`src/rtl/tile_cache_farthest_replace_unit_defines.svh`:
```
// Assertion macros for the tile cache replace unit
`ifndef TILE_CACHE_FARTHEST_REPLACE_UNIT_DEFINES_SVH
`define TILE_CACHE_FARTHEST_REPLACE_UNIT_DEFINES_SVH

// same-cycle implication, sampled on i_clk, off during reset
`define TCFR_ASSERT_IMP(lbl, ante, cons, msg) \
    lbl: assert property (@(posedge i_clk) disable iff (!i_rst_n) (ante) |-> (cons)) \
        else $error(msg);

// next-cycle implication
`define TCFR_ASSERT_NXT(lbl, ante, cons, msg) \
    lbl: assert property (@(posedge i_clk) disable iff (!i_rst_n) (ante) |=> (cons)) \
        else $error(msg);

`endif

```
`src/rtl/tcfr_pkg.sv`:
```
// Types and constants shared by the tile cache replace unit
`default_nettype none

package tcfr_pkg;

    localparam int unsigned COORD_W = 16;
    localparam int unsigned SLOT_FIELD_W = 5;

    localparam logic signed [COORD_W-1:0] RESET_TAG = 16'sd9999;

    localparam logic [1:0] OP_GET       = 2'd0;
    localparam logic [1:0] OP_FLUSH_ONE = 2'd1;
    localparam logic [1:0] OP_FLUSH_ALL = 2'd2;

    typedef struct packed {
        logic [1:0]                operation;
        logic signed [COORD_W-1:0] cell_x;
        logic signed [COORD_W-1:0] cell_y;
    } t_in_item;

    typedef struct packed {
        logic [SLOT_FIELD_W-1:0] slot;
        logic                    hit;
        logic                    redraw;
    } t_out_item;

    typedef struct packed {
        logic signed [COORD_W-1:0] col;
        logic signed [COORD_W-1:0] row;
        logic                      stale;
    } t_slot_ent;

    typedef struct packed {
        logic found;
        logic hit_stale;
    } t_scan_flags;

endpackage

`default_nettype wire

```
`src/rtl/tile_cache_farthest_replace_unit.sv`:
```
// Top level of the fully associative tile cache with farthest-tag eviction
//
//  channel | valid        | stall        | payload
//  --------+--------------+--------------+----------------------------------
//  input   | i_in_valid   | o_in_stall   | i_in  (operation, cell_x, cell_y)
//  output  | o_out_valid  | i_out_stall  | o_out (slot, hit, redraw)
//
// Each transaction passes through scan, drain, apply and done before the next
// acceptance: the slot ring is rotated once past the head scanner, the drain state
// empties the distance pipeline, then a second rotation writes the update back.
// A result held in the output register while the output is stalled lets the
// next transaction run; it waits in its last state until the register frees.
// Synchronous reset loads every slot with the reset tag, not stale.
`default_nettype none
`include "tile_cache_farthest_replace_unit_defines.svh"

module tile_cache_farthest_replace_unit
    import tcfr_pkg::*;
#(
    parameter int unsigned NUM_SLOTS = 32
) (
    input  wire logic      i_clk,
    input  wire logic      i_rst_n,
    input  wire logic      i_in_valid,
    input  wire t_in_item  i_in,
    output logic           o_in_stall,
    output logic           o_out_valid,
    output t_out_item      o_out,
    input  wire logic      i_out_stall
);

    localparam int unsigned SW = (NUM_SLOTS > 1) ? $clog2(NUM_SLOTS) : 1;
    localparam logic [SW-1:0] LAST = SW'(NUM_SLOTS - 1);

    typedef enum logic [4:0] {
        ST_IDLE  = 5'b00001,
        ST_SCAN  = 5'b00010,
        ST_DRAIN = 5'b00100,
        ST_APPLY = 5'b01000,
        ST_DONE  = 5'b10000
    } t_state;

    t_state   r_state, n_state;
    logic [SW-1:0] r_cnt, n_cnt;
    t_in_item r_req;
    logic     r_o_valid, n_o_valid;
    t_out_item r_out, n_out;

    t_slot_ent   w_ent [NUM_SLOTS];
    t_slot_ent   w_wb;
    logic        w_shift;
    logic        w_start;
    logic        w_step;
    t_scan_flags w_flags;
    logic [SW-1:0] w_hit_idx;
    logic [SW-1:0] w_victim;
    logic        w_sel_hit;
    logic        w_sel_vic;
    logic        w_out_free;
    logic [SW+SLOT_FIELD_W-1:0] w_slot_ext;

    // ring: cell g loads from cell g+1, the last cell from the head write-back
    for (genvar g = 0; g < NUM_SLOTS; g++) begin : g_cell
        t_slot_ent w_nxt;
        if (g == NUM_SLOTS - 1) begin : g_tail
            assign w_nxt = w_wb;
        end else begin : g_mid
            assign w_nxt = w_ent[g+1];
        end
        tcfr_cell u_cell (
            .i_clk   (i_clk),
            .i_rst_n (i_rst_n),
            .i_shift (w_shift),
            .i_ent   (w_nxt),
            .o_ent   (w_ent[g])
        );
    end

    tcfr_scan #(
        .SLOT_W (SW)
    ) u_scan (
        .i_clk     (i_clk),
        .i_rst_n   (i_rst_n),
        .i_start   (w_start),
        .i_step    (w_step),
        .i_idx     (r_cnt),
        .i_ent     (w_ent[0]),
        .i_x       (r_req.cell_x),
        .i_y       (r_req.cell_y),
        .o_flags   (w_flags),
        .o_hit_idx (w_hit_idx),
        .o_victim  (w_victim)
    );

    assign w_start    = (r_state == ST_IDLE) && i_in_valid;
    assign w_step     = (r_state == ST_SCAN);
    assign w_shift    = (r_state == ST_SCAN) || (r_state == ST_APPLY);
    assign w_sel_hit  = w_flags.found && (r_cnt == w_hit_idx);
    assign w_sel_vic  = !w_flags.found && (r_cnt == w_victim);
    assign w_out_free = !r_o_valid || !i_out_stall;

    // head entry as written back into the ring during the update pass
    always_comb begin
        w_wb = w_ent[0];
        if (r_state == ST_APPLY) begin
            unique case (r_req.operation)
                OP_GET: begin
                    if (w_sel_hit) begin
                        w_wb.stale = 1'b0;
                    end else if (w_sel_vic) begin
                        w_wb.col   = r_req.cell_x;
                        w_wb.row   = r_req.cell_y;
                        w_wb.stale = 1'b0;
                    end
                end
                OP_FLUSH_ONE: begin
                    if (w_sel_hit) begin
                        w_wb.stale = 1'b1;
                    end
                end
                OP_FLUSH_ALL: begin
                    w_wb.stale = 1'b1;
                end
                default: begin
                end
            endcase
        end
    end

    // result for the finished transaction
    always_comb begin
        n_out      = '0;
        w_slot_ext = '0;
        unique case (r_req.operation)
            OP_GET: begin
                w_slot_ext   = {{SLOT_FIELD_W{1'b0}},
                                (w_flags.found ? w_hit_idx : w_victim)};
                n_out.slot   = w_slot_ext[SLOT_FIELD_W-1:0];
                n_out.hit    = w_flags.found;
                n_out.redraw = w_flags.found ? w_flags.hit_stale : 1'b1;
            end
            OP_FLUSH_ONE: begin
                n_out.hit = w_flags.found;
            end
            default: begin
            end
        endcase
    end

    always_comb begin
        n_state   = r_state;
        n_cnt     = r_cnt;
        n_o_valid = r_o_valid && i_out_stall;
        unique case (r_state)
            ST_IDLE: begin
                n_cnt = '0;
                if (i_in_valid) begin
                    n_state = ST_SCAN;
                end
            end
            ST_SCAN: begin
                n_cnt = r_cnt + 1'b1;
                if (r_cnt == LAST) begin
                    n_cnt   = '0;
                    n_state = ST_DRAIN;
                end
            end
            ST_DRAIN: begin
                n_state = ST_APPLY;
            end
            ST_APPLY: begin
                n_cnt = r_cnt + 1'b1;
                if (r_cnt == LAST) begin
                    n_cnt   = '0;
                    n_state = ST_DONE;
                end
            end
            ST_DONE: begin
                if (w_out_free) begin
                    n_o_valid = 1'b1;
                    n_state   = ST_IDLE;
                end
            end
            default: begin
                n_state = ST_IDLE;
            end
        endcase
    end

    always_ff @(posedge i_clk) begin
        if (!i_rst_n) begin
            r_state   <= ST_IDLE;
            r_cnt     <= '0;
            r_o_valid <= 1'b0;
        end else begin
            r_state   <= n_state;
            r_cnt     <= n_cnt;
            r_o_valid <= n_o_valid;
        end
    end

    always_ff @(posedge i_clk) begin
        if (w_start) begin
            r_req <= i_in;
        end
        if ((r_state == ST_DONE) && w_out_free) begin
            r_out <= n_out;
        end
    end

    assign o_in_stall  = (r_state != ST_IDLE);
    assign o_out_valid = r_o_valid;
    assign o_out       = r_out;

    `TCFR_ASSERT_NXT(a_scan_to_drain, (r_state == ST_SCAN) && (r_cnt == LAST), (r_state == ST_DRAIN) && (r_cnt == '0), "scan pass did not end in drain")
    `TCFR_ASSERT_NXT(a_drain_to_apply, (r_state == ST_DRAIN), (r_state == ST_APPLY) && (r_cnt == '0), "update pass did not start at slot zero")
    `TCFR_ASSERT_NXT(a_done_waits, (r_state == ST_DONE) && r_o_valid && i_out_stall, (r_state == ST_DONE) && r_o_valid, "held result overwritten by next transaction")
    `TCFR_ASSERT_IMP(a_miss_redraw, (r_state == ST_DONE) && (r_req.operation == OP_GET) && !w_flags.found, n_out.redraw && !n_out.hit, "get miss without redraw")

endmodule

`default_nettype wire

```
`src/rtl/tcfr_cell.sv`:
```
// One slot of the tag ring: holds a tag pair and stale mark, loads from its neighbour
`default_nettype none

module tcfr_cell
    import tcfr_pkg::*;
(
    input  wire logic      i_clk,
    input  wire logic      i_rst_n,
    input  wire logic      i_shift,
    input  wire t_slot_ent i_ent,
    output t_slot_ent      o_ent
);

    t_slot_ent r_ent;

    always_ff @(posedge i_clk) begin
        if (!i_rst_n) begin
            r_ent.col   <= RESET_TAG;
            r_ent.row   <= RESET_TAG;
            r_ent.stale <= 1'b0;
        end else if (i_shift) begin
            r_ent <= i_ent;
        end
    end

    assign o_ent = r_ent;

endmodule

`default_nettype wire

```
`src/rtl/tcfr_scan.sv`:
```
// Head-of-ring scanner: first tag match and farthest slot by squared distance
`default_nettype none

module tcfr_scan
    import tcfr_pkg::*;
#(
    parameter int unsigned SLOT_W = 5
) (
    input  wire logic                      i_clk,
    input  wire logic                      i_rst_n,
    input  wire logic                      i_start,
    input  wire logic                      i_step,
    input  wire logic [SLOT_W-1:0]         i_idx,
    input  wire t_slot_ent                 i_ent,
    input  wire logic signed [COORD_W-1:0] i_x,
    input  wire logic signed [COORD_W-1:0] i_y,
    output t_scan_flags                    o_flags,
    output logic [SLOT_W-1:0]              o_hit_idx,
    output logic [SLOT_W-1:0]              o_victim
);

    localparam int unsigned SQ_W = 2 * COORD_W;
    localparam int unsigned DIST_W = SQ_W + 1;

    logic signed [COORD_W:0] w_dc;
    logic signed [COORD_W:0] w_dr;
    logic [COORD_W-1:0]      w_mc;
    logic [COORD_W-1:0]      w_mr;
    logic                    w_match;
    logic [DIST_W-1:0]       w_dist;

    logic                r_found;
    logic                r_hit_stale;
    logic [SLOT_W-1:0]   r_hit_idx;
    logic                r_a_vld;
    logic [SLOT_W-1:0]   r_a_idx;
    logic [SQ_W-1:0]     r_sq_c;
    logic [SQ_W-1:0]     r_sq_r;
    logic [DIST_W-1:0]   r_best;
    logic [SLOT_W-1:0]   r_victim;

    // magnitude of a 16-bit signed difference always fits in 16 bits
    always_comb begin
        w_dc = {i_ent.col[COORD_W-1], i_ent.col} - {i_x[COORD_W-1], i_x};
        w_dr = {i_ent.row[COORD_W-1], i_ent.row} - {i_y[COORD_W-1], i_y};
        w_mc = w_dc[COORD_W] ? COORD_W'(-w_dc) : w_dc[COORD_W-1:0];
        w_mr = w_dr[COORD_W] ? COORD_W'(-w_dr) : w_dr[COORD_W-1:0];
        w_match = (i_ent.col == i_x) && (i_ent.row == i_y);
        w_dist = {1'b0, r_sq_c} + {1'b0, r_sq_r};
    end

    always_ff @(posedge i_clk) begin
        if (!i_rst_n) begin
            r_found     <= 1'b0;
            r_hit_stale <= 1'b0;
            r_hit_idx   <= '0;
            r_a_vld     <= 1'b0;
            r_best      <= '0;
            r_victim    <= '0;
        end else if (i_start) begin
            r_found     <= 1'b0;
            r_hit_stale <= 1'b0;
            r_hit_idx   <= '0;
            r_a_vld     <= 1'b0;
            r_best      <= '0;
            r_victim    <= '0;
        end else begin
            r_a_vld <= i_step;
            if (i_step && !r_found && w_match) begin
                r_found     <= 1'b1;
                r_hit_stale <= i_ent.stale;
                r_hit_idx   <= i_idx;
            end
            // strict compare keeps the lowest slot on ties
            if (r_a_vld && (w_dist > r_best)) begin
                r_best   <= w_dist;
                r_victim <= r_a_idx;
            end
        end
    end

    always_ff @(posedge i_clk) begin
        if (i_step) begin
            r_sq_c  <= SQ_W'(w_mc) * SQ_W'(w_mc);
            r_sq_r  <= SQ_W'(w_mr) * SQ_W'(w_mr);
            r_a_idx <= i_idx;
        end
    end

    assign o_flags.found     = r_found;
    assign o_flags.hit_stale = r_hit_stale;
    assign o_hit_idx         = r_hit_idx;
    assign o_victim          = r_victim;

endmodule

`default_nettype wire

```
`config.mk`:
```
export PLATFORM = sky130hd
export DESIGN_NAME = tile_cache_farthest_replace_unit
export DESIGN_NICKNAME = d
export VERILOG_FILES = /design/src/rtl/tcfr_pkg.sv /design/src/rtl/tile_cache_farthest_replace_unit.sv /design/src/rtl/tcfr_cell.sv /design/src/rtl/tcfr_scan.sv
export VERILOG_INCLUDE_DIRS = /design/src /design/src/rtl
export SDC_FILE = /design/constraint.sdc
export NUM_CORES = 2
export LEC_CHECK = 0
export ABC_AREA = 0
export ABC_CLOCK_PERIOD_IN_PS = 9100
export BUFFER_PORTS_ARGS = -buffer_cell sky130_fd_sc_hd__buf_2
export CORE_MARGIN = 2
export CORE_UTILIZATION = 45
export DETAILED_ROUTE_END_ITERATION = 6
export HOLD_SLACK_MARGIN = 0.08
export SKIP_LAST_GASP = 1
export SLEW_MARGIN = 25
export SYNTH_ARGS = -nofsm -noshare
export SYNTH_HDL_FRONTEND = slang
export SYNTH_SLANG_ARGS = --single-unit
```
`constraint.sdc`:
```
create_clock -name i_clk -period 9.1 [get_ports i_clk]
set_input_delay 0.91 -clock i_clk [delete_from_list [all_inputs] [get_ports i_clk]]
set_output_delay 0.91 -clock i_clk [all_outputs]
set_load 0.03 [all_outputs]
```
## Yosys cells after proc, flatten, opt, wreduce, memory -nomap -nowiden

Index checks and enable logic that the tools add are counted.

| cells by class | value |
|---|---|
| add/subtract/negate cells | 6 |
| multipliers | 2 |
| magnitude comparators | 1 |
| equal/unequal tests | 17 |
| multiplexer cells | 20 |
| bitwise operators | 1 |
| reduce and logical (&&, ||, !) cells | 20 |

Operators with widths:

| cell | number |
|---|---|
| 33-bit 2-to-1 mux | 2 |
| 16-bit by 16-bit multiplier with 32-bit output | 2 |
| 32-bit 2-to-1 mux | 2 |
| 16-bit by 16-bit subtractor with 17-bit output | 2 |
| 32-bit by 32-bit adder with 33-bit output | 1 |
| 33-bit greater-than comparator | 1 |
| 16-bit equality test | 2 |
| 16-bit 2-to-1 mux | 2 |
| 16-bit negator | 2 |
| 5-bit 2-to-1 mux | 6 |
| 5-bit one-hot mux with 5 select lines | 1 |
| 5-bit equality test | 2 |
| 5-bit equality test, second input constant | 2 |
| 5-bit one-hot mux with 2 select lines | 1 |
| 1-bit logical AND | 9 |
| 2-bit != test, second input constant | 3 |
| 2-bit OR reduction | 3 |
| 5-bit by 1-bit adder with 5-bit output, second input constant | 1 |
| 5-bit by 1-bit equality test with 1-bit output, second input constant | 1 |
| 5-bit by 2-bit equality test with 1-bit output, second input constant | 1 |
| 5-bit by 3-bit equality test with 1-bit output, second input constant | 1 |
| 5-bit by 4-bit equality test with 1-bit output, second input constant | 1 |
| 1-bit 2-to-1 mux | 5 |
| 5-bit by 1-bit != test with 1-bit output, second input constant | 1 |
| 10 further kinds | 13 |

| word-level totals | value |
|---|---|
| bits in registers | 1223 |
| input port bits | 38 |
| output and inout bits | 9 |
| word-level logic and storage cells | 181 |

## Longest topological paths before layout

| logic depth | value |
|---|---|
| word-level depth | 6 |
| mapped depth | 40 |
| gate-level depth less buffers | 38 |

## By module

Synthesis repeated with hierarchy kept, for this count alone.

| unflattened totals | value |
|---|---|
| cells, all modules | 6086 |
| area, all modules | 64107.7 sq um |

Modules (own cells, without submodules):

| module | instances | cells each | area each (sq um) | sequential area each (sq um) |
|---|---|---|---|---|
| tcfr_cell | 32 | 106 | 1231.2 | 660.6 |
| tcfr_scan | 1 | 2513 | 22232.6 | 2932.8 |
| tile_cache_farthest_replace_unit | 1 | 181 | 2477.4 | 1451.4 |

## Worst setup path before layout

No wires, ideal clock.

| timing | value |
|---|---|
| path type | register to register |
| start point | reg r_req[0] in the netlist's numbering |
| end point | reg u_scan.r_sq_r[31], data pin |
| library setup time | 268 ps |
| arrival time | 8435 ps |
| required time | 8832 ps |
| path slack | 397 ps |
| cell stages (with the launch flop) | 36 |
| path buffers | 3 |
| period minus slack after synthesis | 8703 ps |
| path through | edfxtp_1 -> ha_1 -> fa_1 -> nor2b_4 -> o31ai_4 -> a221oi_2 -> nor3_1 -> o21ba_2 -> mux2_4 -> buf_6 -> nor2_1 -> xor2_2 -> inv_2 -> buf_2 -> nor2_1 -> fa_1 -> fa_1 -> inv_1 -> fa_1 -> inv_1 -> fa_1 -> fa_1 -> inv_1 -> fa_1 -> inv_1 -> ha_1 -> clkbuf_1 -> a21oi_1 -> o22ai_1 -> o21a_1 -> o21ai_0 -> nand4_1 -> a311o_1 -> a21o_1 -> a21oi_1 -> xnor3_1 |

| on the way | value |
|---|---|
| word-level cells in the longest chain between the ends | 4 |

RTL lines:

| item | RTL line | RTL |
|---|---|---|
| start: declaration | tile_cache_farthest_replace_unit.sv:45 | `t_in_item r_req;` |
| start signal: assignment | tile_cache_farthest_replace_unit.sv:204 | `r_req <= i_in;` |
| 16-bit by 16-bit subtractor with 17-bit output * | tcfr_scan.sv:45 | `w_dr = {i_ent.row[COORD_W-1], i_ent.row} - {i_y[COORD_W-1], i_y};` |
| 16-bit negator | tcfr_scan.sv:47 | `w_mr = w_dr[COORD_W] ? COORD_W'(-w_dr) : w_dr[COORD_W-1:0];` |
| 16-bit 2-to-1 mux * | tcfr_scan.sv:47 |  |
| 16-bit by 16-bit multiplier with 32-bit output * | tcfr_scan.sv:85 | `r_sq_r <= SQ_W'(w_mr) * SQ_W'(w_mr);` |
| end signal: assignment | tcfr_scan.sv:85 |  |
| end: declaration | tcfr_scan.sv:38 | `logic [SQ_W-1:0] r_sq_r;` |

Mark *: on every way between the ends. The rest lies on a longest branch, timed or not.
A chain may end at the register's enable or synchronous reset.

## Final worst setup path

| timing | value |
|---|---|
| start point | reg r_req[23] in the netlist's numbering |
| end point | reg u_scan.r_sq_c[31], data pin |

| on the way | value |
|---|---|
| word-level cells in the longest chain between the ends | 4 |

RTL lines:

| item | RTL line | RTL |
|---|---|---|
| 16-bit by 16-bit subtractor with 17-bit output * | tcfr_scan.sv:44 | `w_dc = {i_ent.col[COORD_W-1], i_ent.col} - {i_x[COORD_W-1], i_x};` |
| 16-bit negator | tcfr_scan.sv:46 | `w_mc = w_dc[COORD_W] ? COORD_W'(-w_dc) : w_dc[COORD_W-1:0];` |
| 16-bit 2-to-1 mux * | tcfr_scan.sv:46 |  |
| 16-bit by 16-bit multiplier with 32-bit output * | tcfr_scan.sv:84 | `r_sq_c <= SQ_W'(w_mc) * SQ_W'(w_mc);` |
| end signal: assignment | tcfr_scan.sv:84 |  |
| end: declaration | tcfr_scan.sv:37 | `logic [SQ_W-1:0] r_sq_c;` |

Marks and branches as above.

==> impl_metrics.yaml <==
routing:
  wl_mm: 129.3
  ant_nets: 0
  drt_pass1_iterations: 7
  drt_iter0_drc: 3080
  drc_errors: 0
  detail_route.wl_per_cell_um: 14.33
  num_vias: 45770
  vias_per_cell: 5.073
layout:
  post-route-util_pct: 50.41
  antenna_cells: 0
  fin_nets: 7793
  layout-drive-gt1-share_pct: 6.379
  regArea_um2: 25520
  fillCellCount: 12880
  multi_input_area_um2: 32810
  syn2layout_area_growth_pct: 10.86
  final_cells: 9023
setup_path:
  cp.required_ps: 9600
  start_kind: "flip-flop"
  worstSetupEndpointType: "flip-flop"
  path_max_fanout: 11
  path_class: "flip-flop to flip-flop"
  cp_slowest_cell: "fa_1"
  cp_num_buf_inv: 4
  cp_common_cell: "fa_1"
  cp.arrival_ps: 9250
  slowest_delay_ps: 560
  cpLargestDelayFamily: "adder cells"
placement:
  routabilityCongestion: 0.8772
  dp_hpwl_mm: 85.22
  io_buffer_count: 46
  place_inst: 8766
timing:
  finalHoldViolations: 0
  fmax_mhz: 114.2
  setup_viol: 0
  slew_headroom_pct: 25.69
  rsz0062_at_grt: "true"
  period_share_pct: 96.24
  whs_ps: 327.0
  clock_skew_ps: 47.62
  slew_violations: 0
  fin_crit_ps: 8758
  worstMarginPinSlew_ps: 1115
synth:
  synth_cell_types: 87
  synth_nets: 7911
  synth_flop_cell: "dfxtp_1"
  syn_area_um2: 61750
  synth-edff-count: 108
  synth_seq_cells: 1221
  syn_inst: 7254
  synth_warnings: 0
  async_reset_ff_share_pct: 0
  avgSynthCellArea_um2: 8.512
  seq_area_frac_synth_pct: 41.34
floorplan:
  dieArea_um2: 140200
  initial_core_util_pct: 45.47
  io-pin-count: 47
  die-height_um: 374.4
  num_rows: 135
  core_um2: 135800
  die_w_um: 374.4
clocking:
  cts-root-buf: "clkbuf_16"
  cts_tree: "done"
  clock_latency_ps: 760
  clk_pin_slew_ps: 60
  cts.sinks: 1221
  cts_max_level: 4
  cts_buffers: 133
  cts_buffer_depth: 3
grt:
  grt_pass1_wl_mm: 216.9
  grt_use_total_pct: 18.32
  grt_pass1_vias: 44080
  antenna_found_initial: 8
  grt_overflow: 0
  grt_max_degree: 267
flow_run:
  cap_violations: 0
run_status:
  status: "complete, no violations"
worst_hold_path:
  hold_path.class: "primary input to flip-flop"
[cells by family after synthesis]
group | after synthesis | synth area share [%]
mux | 57 | 0.9382
compound gates | 963 | 11.25
flops | 1221 | 41.34
simple gates | 3278 | 21.83
xor+xnor | 146 | 2.201
fa+ha+maj | 619 | 16.51
buf+inv | 970 | 5.937
[worst paths after layout]
check / start / to / slack, ps / cells past startpoint
setup / recovery: r_req[23] / u_scan.r_sq_c[31] / 340 / 30
hold reg to reg: g_cell[1].u_cell.o_ent[8] / g_cell[0].u_cell.o_ent[8] / 440 / 2
hold / removal: i_in[33] / r_req[33] / 330 / 1
setup reg to reg: r_req[23] / u_scan.r_sq_c[31] / 340 / 30
[final cells by class]
cell class,count,share of cell area (%)
well taps,1781,3.255
clock buffers,199,5.695
inverters,549,3.020
multi-input cells,5064,47.94
clock inverters,42,0.8116
repair buffers,167,1.994
flip-flops and latches,1221,37.29
[metal layers]
layer	GRT usage [%]	wire [µm]
met1	25.77	62820
met2	29.17	58610
met3	2.864	5187
met4	5.059	2615
met5	0	55
[worst register-to-register path: cells and delay by family (launching register included)]
family,cells,cell delay [ps]
adder cells (fa/ha/maj),8,3850
XOR/XNOR,1,330
buffers and inverters,4,200
AND/OR/NAND/NOR,10,2000
AO/OA/AOI/OAI,7,1790
flip-flops,1,340
[flip-flops by register name (all words and copies together), names as in the netlist, 7 cells and up]
signal and cells:
r_req 34, o_out 7, u_scan.r_sq_c 31, u_scan.r_best 33, u_scan.r_sq_r 31, g_cell.u_cell.o_ent 1056
[placed cells by master (no fill, tap or decap), drive strengths merged, types with 95 or more instances in the layout]
master	count
xnor2	95
dfxtp	1113
ha	293
fa	326
inv	552
a21boi	531
clkbuf	199
edfxtp	108
nand3	527
buf	167
nor2	295
a21oi	131
nand2	2270
[Yosys cell counts (6+ instances only)]
cell type,number,area share [%]
o21a_1,31,0.38
nor4_1,14,0.14
a2111oi_0,6,0.085
xnor2_1,92,1.3
inv_1,534,3.2
nor2b_1,19,0.19
fa_1,326,11
a21boi_0,530,6.4
or2_2,7,0.071
nand3_1,527,4.3
o21ai_0,48,0.39
o211a_1,20,0.32
nor2_1,293,1.8
nand4_1,22,0.22
nor3_1,38,0.31
buf_2,11,0.089
nand3b_1,7,0.085
a21oi_1,130,1.1
and3_1,8,0.081
clkbuf_1,406,2.5
mux2i_1,53,0.86
xor2_1,45,0.64
o211ai_1,25,0.30
a21o_1,54,0.66
o21bai_1,15,0.18
or3_1,7,0.071
a211o_1,9,0.13
a211oi_1,17,0.21
inv_2,11,0.067
edfxtp_1,108,5.3
dfxtp_1,1113,36
ha_1,293,5.9
a31oi_1,16,0.16
nand2b_1,26,0.26
nand2_1,2270,14
and2_1,13,0.13
[stage by stage]
stage                     setup TNS (ps)  area (µm²)  setup WS, ps
after floorplan                        0       61750         397.4
after global placement                 0       63560         154.2
after detailed placement               0       63560         5.402
after CTS                              0       68030         55.40
after global routing              -141.5       68450        -113.6
final                                  0       68450         342.1
[repair_timing]
item                       in CTS  in global routing
setup buffers                   0                 11
resized for setup               2                 43
hold buffers                    0                  0
cloned                          0                  1
pin swaps                       0                 11
setup endpoints to repair       1                 19
Power is not shown: default switching activity piles up to over one toggle a cycle in this logic, so the estimate is an artifact.
